<file path="src/rtl/core/rlp_pkg.sv">
// Shared types, codes and the timer helper for the radio link pairing controller.
// No dependencies; imported by rlp_step and radio_link_pairing_fsm_core.
`timescale 1ns / 1ps

package rlp_pkg;

   localparam int IdWidth  = 48;
   localparam int CfgWidth = 16;
   localparam int CsrIndexWidth = 2;

   // event codes
   localparam logic [2:0] OP_TICK    = 3'd0;
   localparam logic [2:0] OP_START   = 3'd1;
   localparam logic [2:0] OP_STOP    = 3'd2;
   localparam logic [2:0] OP_UNPAIR  = 3'd3;
   localparam logic [2:0] OP_PACKET  = 3'd4;
   localparam logic [2:0] OP_RESTORE = 3'd5;

   // received packet kinds
   localparam logic [2:0] PKT_PAIR_REQ   = 3'd0;
   localparam logic [2:0] PKT_VERIFY_RSP = 3'd1;
   localparam logic [2:0] PKT_DISCONNECT = 3'd2;
   localparam logic [2:0] PKT_RESYNC     = 3'd3;

   localparam logic [1:0] TX_NONE       = 2'd0;
   localparam logic [1:0] TX_BEACON     = 2'd1;
   localparam logic [1:0] TX_PAIR_RSP   = 2'd2;
   localparam logic [1:0] TX_VERIFY_REQ = 2'd3;

   localparam logic [1:0] SAVE_NONE      = 2'd0;
   localparam logic [1:0] SAVE_WITH_PEER = 2'd1;
   localparam logic [1:0] SAVE_UNPAIRED  = 2'd2;

   localparam logic [1:0] LINK_NONE = 2'd0;
   localparam logic [1:0] LINK_UP   = 2'd1;
   localparam logic [1:0] LINK_DOWN = 2'd2;

   localparam logic [1:0] MODE_IDLE      = 2'd0;
   localparam logic [1:0] MODE_UNPAIRED  = 2'd1;
   localparam logic [1:0] MODE_VERIFYING = 2'd2;
   localparam logic [1:0] MODE_CONNECTED = 2'd3;

   localparam logic [CsrIndexWidth-1:0] CSR_BEACON_INTERVAL    = 2'd0;
   localparam logic [CsrIndexWidth-1:0] CSR_BEACON_FIRST_DELAY = 2'd1;
   localparam logic [CsrIndexWidth-1:0] CSR_VERIFY_INTERVAL    = 2'd2;

   localparam logic [CfgWidth-1:0] BEACON_INTERVAL_RST    = 16'd100;
   localparam logic [CfgWidth-1:0] BEACON_FIRST_DELAY_RST = 16'd10;
   localparam logic [CfgWidth-1:0] VERIFY_INTERVAL_RST    = 16'd50;

   typedef struct packed {
      logic [2:0]         op;
      logic [2:0]         pkt_kind;
      logic               long_enough;
      logic [IdWidth-1:0] peer_id;
      logic               peer_valid;
   } rlp_req_type;

   typedef struct packed {
      logic [1:0]         tx_kind;
      logic [1:0]         save_kind;
      logic [IdWidth-1:0] save_peer;
      logic [1:0]         link_event;
      logic [1:0]         mode_now;
      logic               is_connected;
   } rlp_rsp_type;

   typedef struct packed {
      logic [1:0]          mode;
      logic                has_peer;
      logic [IdWidth-1:0]  stored_peer;
      logic                beacon_armed;
      logic [CfgWidth-1:0] beacon_count;
      logic                verify_armed;
      logic [CfgWidth-1:0] verify_count;
   } rlp_state_type;

   typedef struct packed {
      logic [CfgWidth-1:0] beacon_interval;
      logic [CfgWidth-1:0] beacon_first_delay;
      logic [CfgWidth-1:0] verify_interval;
   } rlp_cfg_type;

   // One tick of a timer: returns {fire, next count}.
   function automatic logic [CfgWidth:0] timer_tick(input logic armed,
                                                    input logic [CfgWidth-1:0] count);
      logic [CfgWidth-1:0] next_count;
      next_count = count;
      if (armed && (count != '0)) begin
         next_count = count - 1'b1;
      end
      return {armed && (next_count == '0), next_count};
   endfunction

endpackage

</file>
<file path="src/rtl/core/rlp_step.sv">
// Combinational step of the pairing controller: next state and result word.
// Depends on rlp_pkg.
`timescale 1ns / 1ps

module rlp_step (
   input  rlp_pkg::rlp_req_type   req,
   input  rlp_pkg::rlp_state_type st,
   input  rlp_pkg::rlp_cfg_type   cfg,
   output rlp_pkg::rlp_state_type st_next,
   output rlp_pkg::rlp_rsp_type   rsp
);
   import rlp_pkg::*;

   logic [CfgWidth:0] beacon_tick;
   logic [CfgWidth:0] verify_tick;

   assign beacon_tick = timer_tick(st.beacon_armed, st.beacon_count);
   assign verify_tick = timer_tick(st.verify_armed, st.verify_count);

   always_comb begin
      st_next = st;
      rsp     = '0;
      case (req.op)
         OP_TICK: begin
            st_next.beacon_count = beacon_tick[CfgWidth-1:0];
            if (beacon_tick[CfgWidth]) begin
               if (st.mode == MODE_UNPAIRED) begin
                  rsp.tx_kind          = TX_BEACON;
                  st_next.beacon_count = cfg.beacon_interval;
               end else begin
                  st_next.beacon_armed = 1'b0;
               end
            end
            st_next.verify_count = verify_tick[CfgWidth-1:0];
            if (verify_tick[CfgWidth]) begin
               if (st.mode == MODE_VERIFYING) begin
                  rsp.tx_kind          = TX_VERIFY_REQ;
                  st_next.verify_count = cfg.verify_interval;
               end else begin
                  st_next.verify_armed = 1'b0;
               end
            end
         end
         OP_START: begin
            if (st.has_peer) begin
               st_next.mode         = MODE_VERIFYING;
               st_next.verify_armed = 1'b1;
               st_next.verify_count = '0;
            end else begin
               st_next.mode         = MODE_UNPAIRED;
               st_next.beacon_armed = 1'b1;
               st_next.beacon_count = cfg.beacon_first_delay;
            end
         end
         OP_STOP: begin
            st_next.mode         = MODE_IDLE;
            st_next.beacon_armed = 1'b0;
            st_next.verify_armed = 1'b0;
            rsp.link_event       = LINK_DOWN;
         end
         OP_UNPAIR: begin
            st_next.has_peer     = 1'b0;
            st_next.stored_peer  = '0;
            st_next.verify_armed = 1'b0;
            rsp.save_kind        = SAVE_UNPAIRED;
            if (st.mode != MODE_IDLE) begin
               st_next.mode         = MODE_UNPAIRED;
               st_next.beacon_armed = 1'b1;
               st_next.beacon_count = cfg.beacon_first_delay;
            end
         end
         OP_PACKET: begin
            case (req.pkt_kind)
               PKT_PAIR_REQ: begin
                  if ((st.mode == MODE_UNPAIRED) && req.long_enough) begin
                     st_next.stored_peer  = req.peer_id;
                     st_next.has_peer     = 1'b1;
                     st_next.beacon_armed = 1'b0;
                     st_next.mode         = MODE_CONNECTED;
                     rsp.tx_kind          = TX_PAIR_RSP;
                     rsp.save_kind        = SAVE_WITH_PEER;
                     rsp.save_peer        = req.peer_id;
                     rsp.link_event       = LINK_UP;
                  end
               end
               PKT_VERIFY_RSP: begin
                  if ((st.mode == MODE_VERIFYING) && req.long_enough &&
                      (req.peer_id == st.stored_peer)) begin
                     st_next.verify_armed = 1'b0;
                     st_next.mode         = MODE_CONNECTED;
                     rsp.link_event       = LINK_UP;
                  end
               end
               PKT_DISCONNECT: begin
                  st_next.mode         = MODE_UNPAIRED;
                  st_next.has_peer     = 1'b0;
                  st_next.stored_peer  = '0;
                  st_next.verify_armed = 1'b0;
                  st_next.beacon_armed = 1'b1;
                  st_next.beacon_count = cfg.beacon_first_delay;
                  rsp.save_kind        = SAVE_UNPAIRED;
                  rsp.link_event       = LINK_DOWN;
               end
               PKT_RESYNC: begin
                  if (st.mode == MODE_CONNECTED) begin
                     st_next.mode         = MODE_VERIFYING;
                     st_next.verify_armed = 1'b1;
                     st_next.verify_count = '0;
                     rsp.link_event       = LINK_DOWN;
                  end
               end
               default: begin
               end
            endcase
         end
         OP_RESTORE: begin
            st_next.has_peer    = req.peer_valid;
            st_next.stored_peer = req.peer_id;
         end
         default: begin
         end
      endcase
      rsp.mode_now     = st_next.mode;
      rsp.is_connected = (st_next.mode == MODE_CONNECTED);
   end

endmodule

</file>
<file path="src/rtl/core/radio_link_pairing_fsm_core.sv">
// Top level of the radio link pairing controller: input and result registers,
// mode/timer state and configuration registers. Depends on rlp_pkg and rlp_step.
`timescale 1ns / 1ps

// Usage:
// - Event channel (req_*): one word per event: tick, start, stop, unpair,
//   received packet or restore of the stored record. Taken when req_valid
//   and req_ready are both high at a rising clock edge.
// - Result channel (rsp_*): exactly one word per event, in order: packet to
//   send, persist request, link notice and the mode after the event.
// - Configuration (csr_*): csr_write_en writes csr_wdata into the register
//   picked by csr_index (beacon interval, first beacon delay, verify
//   interval); other index values are dropped. Write only while idle.
// - An event that is taken lands in the input register; its result is
//   registered once the result register is free and shows on rsp_* from then on.
// - Throughput: one event per cycle unless rsp_* stalls; the only work per
//   event is one step-logic pass (16-bit timer decrement, 48-bit compare).
// - A stalled receiver holds the result word; the input register still
//   takes one more event, then req_ready drops until the result drains.
// - Reset (synchronous, active high): mode idle, no stored peer, both
//   timers disarmed, registers at 100 / 10 / 50, both channels empty.

module radio_link_pairing_fsm_core (
   input  logic                                clock,
   input  logic                                reset,
   input  logic                                req_valid,
   output logic                                req_ready,
   input  logic [2:0]                          req_op,
   input  logic [2:0]                          req_pkt_kind,
   input  logic                                req_long_enough,
   input  logic [rlp_pkg::IdWidth-1:0]         req_peer_id,
   input  logic                                req_peer_valid,
   output logic                                rsp_valid,
   input  logic                                rsp_ready,
   output logic [1:0]                          rsp_tx_kind,
   output logic [1:0]                          rsp_save_kind,
   output logic [rlp_pkg::IdWidth-1:0]         rsp_save_peer,
   output logic [1:0]                          rsp_link_event,
   output logic [1:0]                          rsp_mode_now,
   output logic                                rsp_is_connected,
   input  logic                                csr_write_en,
   input  logic [rlp_pkg::CsrIndexWidth-1:0]   csr_index,
   input  logic [rlp_pkg::CfgWidth-1:0]        csr_wdata
);
   import rlp_pkg::*;

   logic          in_valid_ff, in_valid_in;
   rlp_req_type   in_data_ff, in_data_in;
   logic          out_valid_ff, out_valid_in;
   rlp_rsp_type   out_data_ff, out_data_in;
   rlp_state_type state_ff, state_in;
   rlp_cfg_type   cfg_ff, cfg_in;

   rlp_state_type step_state;
   rlp_rsp_type   step_rsp;
   logic          advance;
   logic          take;

   // Move the held event into the result register when that register frees up.
   assign advance   = in_valid_ff && (!out_valid_ff || rsp_ready);
   assign req_ready = !in_valid_ff || advance;
   assign take      = req_valid && req_ready;

   rlp_step u_step (
      .req     (in_data_ff),
      .st      (state_ff),
      .cfg     (cfg_ff),
      .st_next (step_state),
      .rsp     (step_rsp)
   );

   always_comb begin
      in_valid_in  = take || (in_valid_ff && !advance);
      in_data_in   = in_data_ff;
      if (take) begin
         in_data_in.op          = req_op;
         in_data_in.pkt_kind    = req_pkt_kind;
         in_data_in.long_enough = req_long_enough;
         in_data_in.peer_id     = req_peer_id;
         in_data_in.peer_valid  = req_peer_valid;
      end
      out_valid_in = advance || (out_valid_ff && !rsp_ready);
      out_data_in  = advance ? step_rsp : out_data_ff;
      // State commits only when the event's result is registered.
      state_in     = advance ? step_state : state_ff;
      cfg_in       = cfg_ff;
      if (csr_write_en) begin
         case (csr_index)
            CSR_BEACON_INTERVAL:    cfg_in.beacon_interval    = csr_wdata;
            CSR_BEACON_FIRST_DELAY: cfg_in.beacon_first_delay = csr_wdata;
            CSR_VERIFY_INTERVAL:    cfg_in.verify_interval    = csr_wdata;
            default: begin
            end
         endcase
      end
   end

   always_ff @(posedge clock) begin
      if (reset) begin
         in_valid_ff               <= 1'b0;
         out_valid_ff              <= 1'b0;
         // All zero: mode idle, no peer, both timers disarmed.
         state_ff                  <= '0;
         cfg_ff.beacon_interval    <= BEACON_INTERVAL_RST;
         cfg_ff.beacon_first_delay <= BEACON_FIRST_DELAY_RST;
         cfg_ff.verify_interval    <= VERIFY_INTERVAL_RST;
      end else begin
         in_valid_ff  <= in_valid_in;
         out_valid_ff <= out_valid_in;
         state_ff     <= state_in;
         cfg_ff       <= cfg_in;
      end
   end

   // Payload registers: no reset, qualified by the valid flags.
   always_ff @(posedge clock) begin
      in_data_ff  <= in_data_in;
      out_data_ff <= out_data_in;
   end

   assign rsp_valid        = out_valid_ff;
   assign rsp_tx_kind      = out_data_ff.tx_kind;
   assign rsp_save_kind    = out_data_ff.save_kind;
   assign rsp_save_peer    = out_data_ff.save_peer;
   assign rsp_link_event   = out_data_ff.link_event;
   assign rsp_mode_now     = out_data_ff.mode_now;
   assign rsp_is_connected = out_data_ff.is_connected;

endmodule

</file>
<file path="config.mk">
export PLATFORM = sky130hd
export DESIGN_NAME = radio_link_pairing_fsm_core
export DESIGN_NICKNAME = d
export VERILOG_FILES = /design/src/rtl/core/rlp_pkg.sv /design/src/rtl/core/rlp_step.sv /design/src/rtl/core/radio_link_pairing_fsm_core.sv
export SDC_FILE = /design/constraint.sdc
export NUM_CORES = 1
export LEC_CHECK = 0
export ABC_AREA = 0
export BUFFER_PORTS_ARGS = -buffer_cell sky130_fd_sc_hd__buf_2
export CORE_MARGIN = 2
export CORE_UTILIZATION = 30
export CTS_CLUSTER_SIZE = 24
export DETAILED_ROUTE_END_ITERATION = 10
export HOLD_SLACK_MARGIN = 0.05
export MAX_ROUTING_LAYER = met4
export PLACE_DENSITY = 0.44
export SYNTH_ARGS = -nofsm -noshare
export SYNTH_HDL_FRONTEND = slang
export SYNTH_SLANG_ARGS = --single-unit
export TNS_END_PERCENT = 100
</file>
<file path="constraint.sdc">
create_clock -name clock -period 3.9 [get_ports clock]
set_input_delay 0.975 -clock clock [delete_from_list [all_inputs] [get_ports clock]]
set_output_delay 0.975 -clock clock [all_outputs]
set_load 0.02 [all_outputs]
</file>
# Word-level counts from Yosys, hierarchy flattened
# Cells that the tools add are included.
# totals
in_bits	79
regBits	248
output_inout_bits	59
elab_cells	139
# op_classes
reduce_logical	42
eq_ne	30
addsub	2
n_mux	42
# op_table
cell	n
$pmux 49 s3	1
$mux 17	6
$pmux 50 s2	1
$mux 16	6
$pmux 16 s4	1
$mux 54	1
$mux 52	1
$eq 48x48->1	1
$pmux 16 s3	1
$logic_not 16->1	2
$reduce_bool 16->1	2
$sub 16x1->16 const B	2
$pmux 2 s4	3
$mux 2	9
$pmux 2 s2	4
$reduce_and 8->1	2
$eq 3x2->1 const B	4
$ne 2x2->1 const B	6
$logic_and 1x1->1	11
$reduce_and 5->1	2
$ne 3x2->1 const B	3
$eq 2x2->1 const B	4
$ne 2x1->1 const B	4
$reduce_bool 4->1	2
20 further kinds	37

# Logic depth before layout (Yosys ltp)
# Gate-level depths: netlist of run 1.
# depth
ltp_word	9
depth_mapped	12
depth_no_buf	10

# Modules after synthesis
# A second synthesis of run 1 with hierarchy kept.
# unflattened
hier_cells	1367
area_unflattened_um2	13165.1
# modules_own_cells
module	instances	area_per_inst_um2	seq_area_each_um2	cells_per_inst
radio_link_pairing_fsm_core	1	8974.9	6095.8	703
rlp_step	1	4190.3	0.0	664

# Worst setup path before layout of run 1
# OpenSTA, ideal clock, no wires.
# synth_timing
path_kind	input-to-reg
from	input port rsp_ready
to	register state_ff[16] (netlist bit)
arrival_time_ps	3092
cell_stages	6
setup_ps	135
slack_ps	673
required_ps	3765
path_buffers	0
path_cell_list	nor2b_1 > nand2b_1 > inv_1 > o211ai_1 > o311ai_0 > o41ai_1
# synth_between
elab_chain_len	3
# synth_rtl
item	line	source
from (decl)	radio_link_pairing_fsm_core.sv:34	input logic rsp_ready,
$logic_or 1x1->1	radio_link_pairing_fsm_core.sv:60	assign advance = in_valid_ff && (!out_valid_ff || rsp_ready);
$logic_and 1x1->1	radio_link_pairing_fsm_core.sv:60	
via advance	radio_link_pairing_fsm_core.sv:56	logic advance;
$reduce_and 8->1 (no line)	--	
to (signal assigned)	radio_link_pairing_fsm_core.sv:110	state_ff <= state_in;
to (decl)	radio_link_pairing_fsm_core.sv:51	rlp_state_type state_ff, state_in;
# The timed path passes the listed nets, and every way through them passes these cells.
# A chain may end at the register's enable or synchronous reset.

# Worst setup path in the final report of run 1
# layout_timing
from	register state_ff[17] (netlist bit)
to	register state_ff[20] (netlist bit)
# layout_between
elab_chain_len	7
elab_cells_between_ends	9
cone_classes	1 x add/sub; 4 x mux; 4 x reduce/logical
# layout_rtl
item	line	source
branches (longest 2 deep; another with $sub 16x1->16)	--	
$mux 16 (*)	rlp_pkg.sv:89	if (armed && (count != '0)) begin
$logic_not 16->1	rlp_pkg.sv:92	return {armed && (next_count == '0), next_count};
$logic_and 1x1->1	rlp_pkg.sv:92	
$mux 17 (*)	rlp_step.sv:26	if (beacon_tick[CfgWidth]) begin
$pmux 16 s4 (*)	rlp_step.sv:23	case (req.op)
# Every way passes the cells marked *. The select of a mux whose other input is x is not followed.

==> run_results.csv, run 1 <==
group,metric,value,unit
outcome,outcome,"finished clean",
clocking,cts_tree,"yes",
timing,period_share,87.0,%
critical_path,critPathRequiredTime,4.35,ns
cells_and_area,nNetsFinal,1352,
floorplan,dieArea,38600,sq um
global_routing,first_global_vias,8875,
global_routing,overflow,0,
synth,synth.area.top_cells,"edfxtp_1 31%, dfxtp_1 24%, nand2_1 6.3%",
clocking,cts_buffer_depth,3,
critical_path,cp-start-kind,"flip-flop",
clocking,cts_made_buffers,29,
drt,vias,8991,
drt,ant_nets,0,
power_and_ir_drop,p_int,4.58,mW
floorplan,fp.dieW,196,microns
power_and_ir_drop,power_density,456,nW/um^2
place,hpwl,22500,microns
floorplan,ios,138,
drt,drtIter0Drc,606,
synth,yosysSeqAreaShare,54.9,%
clocking,cts-root-buf,"clkbuf_16",
timing,min_period,3.39,ns
critical_path,r2r_setup_slack,0.51,ns
synth,synthArstFlopShare,0,%
floorplan,core-area,36500,sq um
timing,hold_viol,0,
floorplan,initial_core_util,30.4,%
global_routing,grt_first_pass_wirelength,51700,microns
clocking,cts_resized,0,
floorplan,core.rowCount,70,
synth,yosysMostFrequentCell,"nand2_1",
critical_path,cp.arrival,3.85,ns
critical_path,end_kind,"flip-flop",
synth,yosys.area.top_type_share,30.6,%
synth,synth_area,11100,sq um
global_routing,grt_use_total,17.6,%
cells_and_area,syn_to_final_growth,19.8,%
synth,yosys_register_bits,248,
cells_and_area,multiInputGateArea,4650,sq um
cells_and_area,seq_area,6100,sq um
synth,synth_commonest_cells,"185 x nand2_1, 135 x dfxtp_1, 123 x a21oi_1",
drt,drtPass1Iterations,5,
place,place.gp.congestion,0.832,
synth,syn_inst,1153,
power_and_ir_drop,cellLeakagePower,5.02,nW
drt,via_per_inst,5.09,
synth,yosys.area.top_type,"edfxtp_1",
critical_path,slowest_stage,"or4b_2",
synth,synth_cell_types,67,
cells_and_area,fillerInstances,3729,
drt,wirelength,33200,microns
timing,maxSlewHeadroom,41.4,%
flow_run,maxCapViolCount,0,
place,portBuffers,137,
critical_path,worstSetupPathType,"flip-flop to flip-flop",
power_and_ir_drop,switchingPower,1.49,mW
clocking,post_cts_buffers,0,
critical_path,slowest_delay,0.62,ns
clocking,clkLatencyLatePin,0.58,ns
drt,drc_errors,0,
clocking,cts_hold_buf,0,
timing,setup_tns,0,ns
synth,syn-mean-instance-area,9.63,sq um
hold_path,hold_path_class,"flip-flop to flip-flop",
timing,rsz0062_at_grt,"no",
power_and_ir_drop,ir_drop,0.329,mV
critical_path,cp_max_fo,9,
timing,max_freq,0.295,GHz
global_routing,antenna_found_initial,4,
cells_and_area,drive_gt1_share,19.3,%
power_and_ir_drop,pwr-share-seq,47.7,%
synth,synth_edf_count,113,
synth,synth_nets,1234,
timing,skew,0.0258,ns
synth,ys_warn_count,0,
synth,ys.flop_type,"dfxtp_1",
clocking,clk_pin_slew,0.06,ns
power_and_ir_drop,swShare,24.5,%
timing,setup_viol,0,
power_and_ir_drop,power_frac_comb,7.9,%
floorplan,die_y,196,microns
timing,whs,0.454,ns
critical_path,critical_path.cell_chain,"inv_1, ha_1, or4b_2, nor4_1, nor3_1, xnor2_1, nand4_2, nor4b_4, buf_4, a21oi_1, a2111oi_2",
clocking,clkSinkCount,248,
power_and_ir_drop,clkPwrFrac,44.4,%
global_routing,grt_max_degree,81,
drt,wl_per_cell,18.8,microns
timing,slew_violations,0,
clocking,htreeDepth,1,
timing,worstMarginPinSlew,0.875,ns
-- cells by family after synthesis --
logic type	share of synthesized area [%]
adder cells (fa/ha/maj)	0.225
flip-flops	54.9
AND/OR/NAND/NOR	22.4
XOR/XNOR	4.73
buffers and inverters	3.51
multiplexers	0.789
AO/OA/AOI/OAI	13.5
-- registers in the layout (all words and copies together) (netlist names) --
| name | flops |
|---|---|
| cfg_ff | 48 |
| state_ff | 85 |
| rsp_link_event | 2 |
| in_data_ff | 56 |
| rsp_valid | 1 |
| rsp_is_connected | 1 |
| rsp_mode_now | 2 |
| rsp_save_kind | 2 |
| rsp_tx_kind | 2 |
| rsp_save_peer | 48 |
| in_valid_ff | 1 |
-- worst paths after layout --
path	depth (start not counted)	end	startpoint
min reg2reg	2	cfg_ff[31]	cfg_ff[31]
max reg2reg	11	state_ff[20]	state_ff[17]
min	2	cfg_ff[31]	cfg_ff[31]
max	11	state_ff[20]	state_ff[17]
-- stage by stage --
step | worst slack (ns) | cell area [sq um] | std cells | util [%] | total power, mW
floorplan | 0.673 | 11100 | 1153 | - | 3.22
global placement | 0.639 | 12300 | 1708 | 33.8 | 3.43
detailed placement | 0.528 | 12300 | 1708 | 33.8 | 3.43
CTS | 0.507 | 13300 | 1761 | 36.4 | 6.16
global route | 0.110 | 13300 | 1765 | 36.4 | 6.30
finish | 0.508 | 13300 | 1765 | 36.4 | 6.06
-- routing by layer --
metal | GRT usage [%] | routed length (microns) | up-vias
li1 | - | - | 4392
met1 | 22.9 | 15300 | 4323
met2 | 27.5 | 15100 | 222
met3 | 3.83 | 1840 | 54
met4 | 4.94 | 987 | 0
met5 | - | 0 | -
-- layout by cell type (no fill, tap or decap), types with 30 or more instances in the layout --
cell type  count
and3_1        51
buf_2        136
dfxtp_1      135
nand2_1      185
edfxtp_1     113
xor2_1        46
a21oi_1      123
nand3_1       70
nor3_1        30
nor2_1        69
-- worst max-delay path: cells and delay by family (launching register included) --
| kind | cells | cell delay [ns] |
|---|---|---|
| adder cells (fa/ha/maj) | 1 | 0.24 |
| buffers and inverters | 2 | 0.37 |
| AND/OR/NAND/NOR | 5 | 1.70 |
| AO/OA/AOI/OAI | 2 | 0.36 |
| XOR/XNOR | 1 | 0.25 |
| flip-flops | 1 | 0.36 |
-- power by group through the flow --
stage | Sequential, mW | Clock, mW | Combinational (mW)
after floorplan | 2.95 | 0 | 0.270
after global placement | 2.95 | 0 | 0.482
after detailed placement | 2.95 | 0 | 0.483
after CTS | 2.89 | 2.79 | 0.484
after global routing | 2.90 | 2.87 | 0.525
final | 2.89 | 2.69 | 0.477
-- area by class of cell --
type / instances / share of cell area, %
antenna: 4 / 0.0753
clock buffer: 45 / 6.28
clock inverter: 8 / 0.800
inverter: 17 / 0.480
multi-input combinational: 807 / 34.9
sequential: 248 / 45.8
tap: 468 / 4.40
timing repair buffer: 168 / 7.21
(Power assumes the default switching activity.)
==> run 2: changes to the inputs <==
--- a/config.mk
+++ b/config.mk
@@ -6,14 +6,13 @@
 export NUM_CORES = 1
 export LEC_CHECK = 0
 export ABC_AREA = 0
-export BUFFER_PORTS_ARGS = -buffer_cell sky130_fd_sc_hd__buf_2
-export CORE_MARGIN = 2
+export CORE_MARGIN = 3
 export CORE_UTILIZATION = 30
 export CTS_CLUSTER_SIZE = 24
 export DETAILED_ROUTE_END_ITERATION = 10
+export DONT_BUFFER_PORTS = 1
 export HOLD_SLACK_MARGIN = 0.05
 export MAX_ROUTING_LAYER = met4
-export PLACE_DENSITY = 0.44
 export SYNTH_ARGS = -nofsm -noshare
 export SYNTH_HDL_FRONTEND = slang
 export SYNTH_SLANG_ARGS = --single-unit
==> run 2 against run 1 <==
Sequential power up 2%. Clock power up 6%. Non-clock buffer count down 143. Sequential share of layout area up 2.5 points. Wire length down 8.0%. Clock skew down 0.010 ns. Power up 0.84%. Core utilization down 1.4 points. Largest cell class unchanged. Highest routed layer unchanged.
==> run_results.csv, run 2 (synthesis gave the netlist of run 1 again) <==
group,metric,value,unit
critical_path,worstSetupPathType,"flip-flop to flip-flop",
cells_and_area,regMostFlops,"state_ff",
hold_path,hold_path_class,"flip-flop to flip-flop",
cells_and_area,top_regs,"state_ff x85, in_data_ff x56",
cells_and_area,seq_area,6100,sq um
clocking,cts_buffer_depth,3,
floorplan,core.rowCount,69,
global_routing,first_global_vias,7980,
critical_path,critPathRequiredTime,4.32,ns
floorplan,fp.dieW,198,microns
timing,period_share,89.7,%
global_routing,overflow,0,
place,place.gp.congestion,0.869,
timing,skew,0.0154,ns
drt,drtIter0Drc,564,
clocking,clkLatencyLatePin,0.57,ns
global_routing,grt_first_pass_wirelength,47000,microns
drt,drc_errors,0,
drt,wirelength,30600,microns
clocking,cts_hold_buf,0,
clocking,clk_pin_slew,0.06,ns
cells_and_area,drive_gt1_share,9.90,%
critical_path,cp.arrival,3.92,ns
global_routing,grt_max_degree,118,
cells_and_area,nNetsFinal,1209,
cells_and_area,layout_common_cells,"185 x nand2_1, 135 x dfxtp_1, 123 x a21oi_1, 113 x edfxtp_1, 70 x nand3_1",
power_and_ir_drop,power_density,485,nW/um^2
clocking,cts-root-buf,"clkbuf_16",
cells_and_area,syn_to_final_growth,13.6,%
place,portBuffers,0,
clocking,htreeDepth,1,
clocking,cts_made_buffers,29,
clocking,cts_tree,"yes",
cells_and_area,utilization,35.1,%
timing,setup_viol,0,
floorplan,die_y,198,microns
timing,max_freq,0.286,GHz
timing,setup_tns,0,ns
cells_and_area,fillerInstances,3584,
critical_path,cp-start-kind,"flip-flop",
cells_and_area,largest_reg_flops,85,
clocking,clkSinkCount,248,
timing,slew_violations,0,
timing,maxSlewHeadroom,46.0,%
cells_and_area,mostFrequentLayoutCell,"nand2_1",
timing,min_period,3.50,ns
floorplan,core-area,36000,sq um
drt,wl_per_cell,18.9,microns
power_and_ir_drop,cellLeakagePower,4.50,nW
power_and_ir_drop,ir_drop,0.440,mV
outcome,outcome,"finished clean",
floorplan,dieArea,39400,sq um
drt,vias,8523,
global_routing,antenna_found_initial,5,
drt,ant_nets,0,
clocking,post_cts_buffers,0,
critical_path,end_kind,"flip-flop",
global_routing,grt_use_total,15.6,%
timing,hold_viol,0,
clocking,cts_resized,0,
cells_and_area,multiInputGateArea,4650,sq um
floorplan,ios,138,
timing,rsz0062_at_grt,"no",
critical_path,r2r_setup_slack,0.40,ns
critical_path,cp_max_fo,22,
timing,worstMarginPinSlew,0.810,ns
drt,drtPass1Iterations,5,
flow_run,maxCapViolCount,0,
place,hpwl,21100,microns
floorplan,initial_core_util,30.9,%
drt,via_per_inst,5.27,
[run 2: changes by cell type in the layout (fill, tap and decap cells not counted), sizes merged]
cell	delta
clkinv	+3
buf	-143
diode	+1
inv	+2
clkinvlp	+1
clkbuf	-5
[run 2: through the flow]
step / cells / instance area, sq um / power, mW / setup WS [ns] / hold slack [ns]
after floorplan: 1153 / 11100 / 3.22 / 0.673 / 0.434
after global placement: 1558 / 11600 / 3.33 / 0.553 / 0.439
after detailed placement: 1558 / 11600 / 3.33 / 0.438 / 0.445
after CTS: 1612 / 12600 / 6.20 / 0.414 / 0.453
after global routing: 1617 / 12600 / 6.34 / 0.0569 / 0.450
final: 1617 / 12600 / 6.11 / 0.401 / 0.453
[run 2: final timing paths]
path / cells after the start / from / endpoint
worst max register to register: 10 / state_ff[0] / state_ff[3]
worst max-delay path: 10 / state_ff[0] / state_ff[3]
worst min-delay path: 2 / cfg_ff[11] / cfg_ff[11]
worst min register to register: 2 / cfg_ff[11] / cfg_ff[11]
[run 2: critical path, cell delays in order, from the launching register on]
cell       delay, ns
dfxtp_1         0.35
inv_1           0.13
ha_1            0.23
or3b_2          0.60
o41ai_1         0.40
buf_4           0.24
o31ai_1         0.10
nor3_1          0.23
and3_1          0.73
o31ai_1         0.19
o2bb2ai_1       0.16
[run 2: layout make-up]
class / instances / share of cell area [%]
Antenna cell: 5 / 0.0991
Clock inverter: 14 / 1.22
Sequential cell: 248 / 48.3
Inverter: 17 / 0.506
Multi-Input combinational cell: 807 / 36.8
Tap cell: 461 / 4.57
Timing Repair Buffer: 25 / 1.59
Clock buffer: 40 / 6.90
[run 2: power by group]
group | leakage [nW] | internal [mW] | total [mW] | switching, mW
Clock | 0.501 | 1.71 | 2.85 | 1.14
Combinational | 1.83 | 0.114 | 0.324 | 0.209
Sequential | 2.16 | 2.82 | 2.94 | 0.126
[run 2: per-layer routing]
metal | routed length, microns | up-vias | GRT usage, %
met1 | 12800 | 4085 | 19.6
met2 | 14200 | 277 | 24.4
met5 | 0 | - | -
met3 | 2650 | 54 | 4.88
li1 | - | 4107 | -
met4 | 877 | 0 | 4.01
==> run 3: changes to the inputs <==
==> constraint.sdc (replaced) <==
create_clock -name clock -period 3.5 [get_ports clock]
set_input_delay 0.875 -clock clock [delete_from_list [all_inputs] [get_ports clock]]
set_output_delay 0.875 -clock clock [all_outputs]
set_load 0.02 [all_outputs]
==> run 3 against run 2 <==
Die area unchanged. Critical endpoint is now state_ff[31]. Core utilization increased by 0.13 points. Highest routed layer unchanged. Combinational power increased by 17%. Critical path depth increased by 1. Non-clock buffer count increased by 8. Design area increased by 0.38%.
==> run_results.csv, run 3 (synthesis gave the netlist of run 1 again) <==
group,metric,value,unit
outcome,outcome,"finished clean",
cells_and_area,regMostFlops,"state_ff",
drt,drtPass1Iterations,5,
place,portBuffers,0,
critical_path,critical_path.cell_chain,"inv_1, ha_1, or4b_2, or4_4, nand2_4, mux2_4, nand4_2, nor4b_4, buf_4, a21oi_2, a2111oi_2",
power_and_ir_drop,power_density,534,nW/um^2
flow_run,maxCapViolCount,0,
critical_path,cp_max_fo,11,
drt,wl_per_cell,19.1,microns
timing,skew,0.0111,ns
timing,fin_ws,0.189,ns
clocking,cts_hold_buf,0,
timing,period_share,94.6,%
floorplan,core.rowCount,69,
place,hpwl,21300,microns
place,place_ws,0.191,ns
drt,vias,8503,
timing,maxSlewHeadroom,52.1,%
cells_and_area,syn_to_final_growth,14.0,%
global_routing,grt_max_degree,118,
power_and_ir_drop,ir_drop,0.510,mV
drt,ant_nets,0,
timing,setup_viol,0,
critical_path,crit_end,"state_ff[31]",
global_routing,overflow,0,
place,dp_cells,1566,
cells_and_area,nNetsFinal,1217,
clocking,htreeDepth,1,
timing,hold_viol,0,
floorplan,core-area,36000,sq um
timing,setup_tns,0,ns
critical_path,rr_startpoint,"state_ff[17]",
clocking,cts_tree,"yes",
critical_path,path_buf_inv,2,
floorplan,fp.dieW,198,microns
timing,rsz0062_at_grt,"no",
clocking,clkSinkCount,248,
cells_and_area,mostFrequentLayoutCell,"nand2_1",
cells_and_area,drive_gt1_share,10.4,%
floorplan,ios,138,
clocking,clkLatencyLatePin,0.56,ns
place,place.gp.congestion,0.870,
global_routing,antenna_found_initial,7,
timing,slew_violations,0,
cells_and_area,largest_reg_flops,85,
floorplan,die_y,198,microns
critical_path,worstSetupPathType,"flip-flop to flip-flop",
timing,worstMarginPinSlew,0.717,ns
power_and_ir_drop,cellLeakagePower,4.53,nW
clocking,clk_pin_slew,0.06,ns
critical_path,cp_top_family,"simple AND/OR/NAND/NOR gates",
critical_path,slowest_stage,"or4b_2",
critical_path,end_kind,"flip-flop",
timing,min_period,3.31,ns
drt,via_per_inst,5.23,
clocking,cts_buffer_depth,3,
cells_and_area,utilization,35.2,%
floorplan,dieArea,39400,sq um
cells_and_area,layout_common_cells,"185 x nand2_1, 135 x dfxtp_1, 123 x a21oi_1, 113 x edfxtp_1, 70 x nand3_1",
critical_path,regToRegEndpoint,"state_ff[31]",
hold_path,hold_path_class,"primary input to flip-flop",
cells_and_area,layout.cells.non_filler,1627,
floorplan,initial_core_util,30.9,%
critical_path,r2r_setup_slack,0.19,ns
global_routing,grt_first_pass_wirelength,48300,microns
critical_path,r2r_cells,11,
global_routing,grt_use_total,15.9,%
critical_path,slowest_delay,0.64,ns
critical_path,critical_path_depth,11,
drt,drtIter0Drc,572,
drt,wirelength,31200,microns
critical_path,cp-start-kind,"flip-flop",
critical_path,startpoint,"state_ff[17]",
clocking,cts-root-buf,"clkbuf_16",
critical_path,critPathRequiredTime,3.94,ns
clocking,cts_made_buffers,29,
drt,drc_errors,0,
timing,max_freq,0.302,GHz
critical_path,cp.arrival,3.76,ns
cells_and_area,top_regs,"state_ff x85, in_data_ff x56",
global_routing,first_global_vias,8295,
## run 3: cell types whose count changed in the layout (fill, tap and decap cells not counted), sizes merged
| cell | before | now |
|---|---|---|
| clkinv | 8 | 5 |
| buf | 25 | 33 |
| clkbuf | 40 | 44 |
| diode | 5 | 7 |
| clkinvlp | 2 | 1 |
## run 3: how the worst min path moves through the flow
stage	from	endpoint	cells past startpoint
final	reset	cfg_ff[3]	1
after CTS	reset	cfg_ff[3]	1
after global routing	reset	cfg_ff[0]	1
after global placement	cfg_ff[21]	cfg_ff[21]	2
after floorplan	cfg_ff[10]	cfg_ff[10]	2
after detailed placement	cfg_ff[39]	cfg_ff[39]	2
## run 3: final cells by class
type | instances | area [sq um]
multi-input cells | 807 | 4650
well taps | 461 | 577
inverters | 17 | 63.8
flip-flops and latches | 248 | 6100
diodes | 7 | 17.5
fillers | 3557 | 23300
repair buffers | 33 | 260
clock inverters | 10 | 126
clock buffers | 44 | 875
## run 3: stage by stage
step | hold WS [ns] | total power, mW | area [sq um]
2_1_floorplan | 0.434 | 3.59 | 11100
3_3_place_gp | 0.439 | 3.71 | 11600
3_5_place_dp | 0.444 | 3.71 | 11600
4_1_cts | 0.364 | 6.85 | 12600
5_1_grt | 0.347 | 7.03 | 12700
6_report | 0.384 | 6.76 | 12700
## run 3: power breakdown
part	internal (mW)	total (mW)	switching, mW	leakage [nW]
clock network	1.88	3.11	1.23	0.491
logic	0.132	0.379	0.247	1.87
registers	3.14	3.27	0.130	2.16
## run 3: timing repair
item / 4_1_cts / 5_1_grt
endpoints found under the setup margin: 0 / 1
setup buffers: 0 / 0
resized for setup: 0 / 1
## run 3: metal layers
layer	share of wire, %	global-route usage (%)	wire (microns)
met1	44	20.3	13600
met2	47	25.3	14600
met3	7.2	4.67	2260
met4	2.2	3.64	688
met5	0	-	0
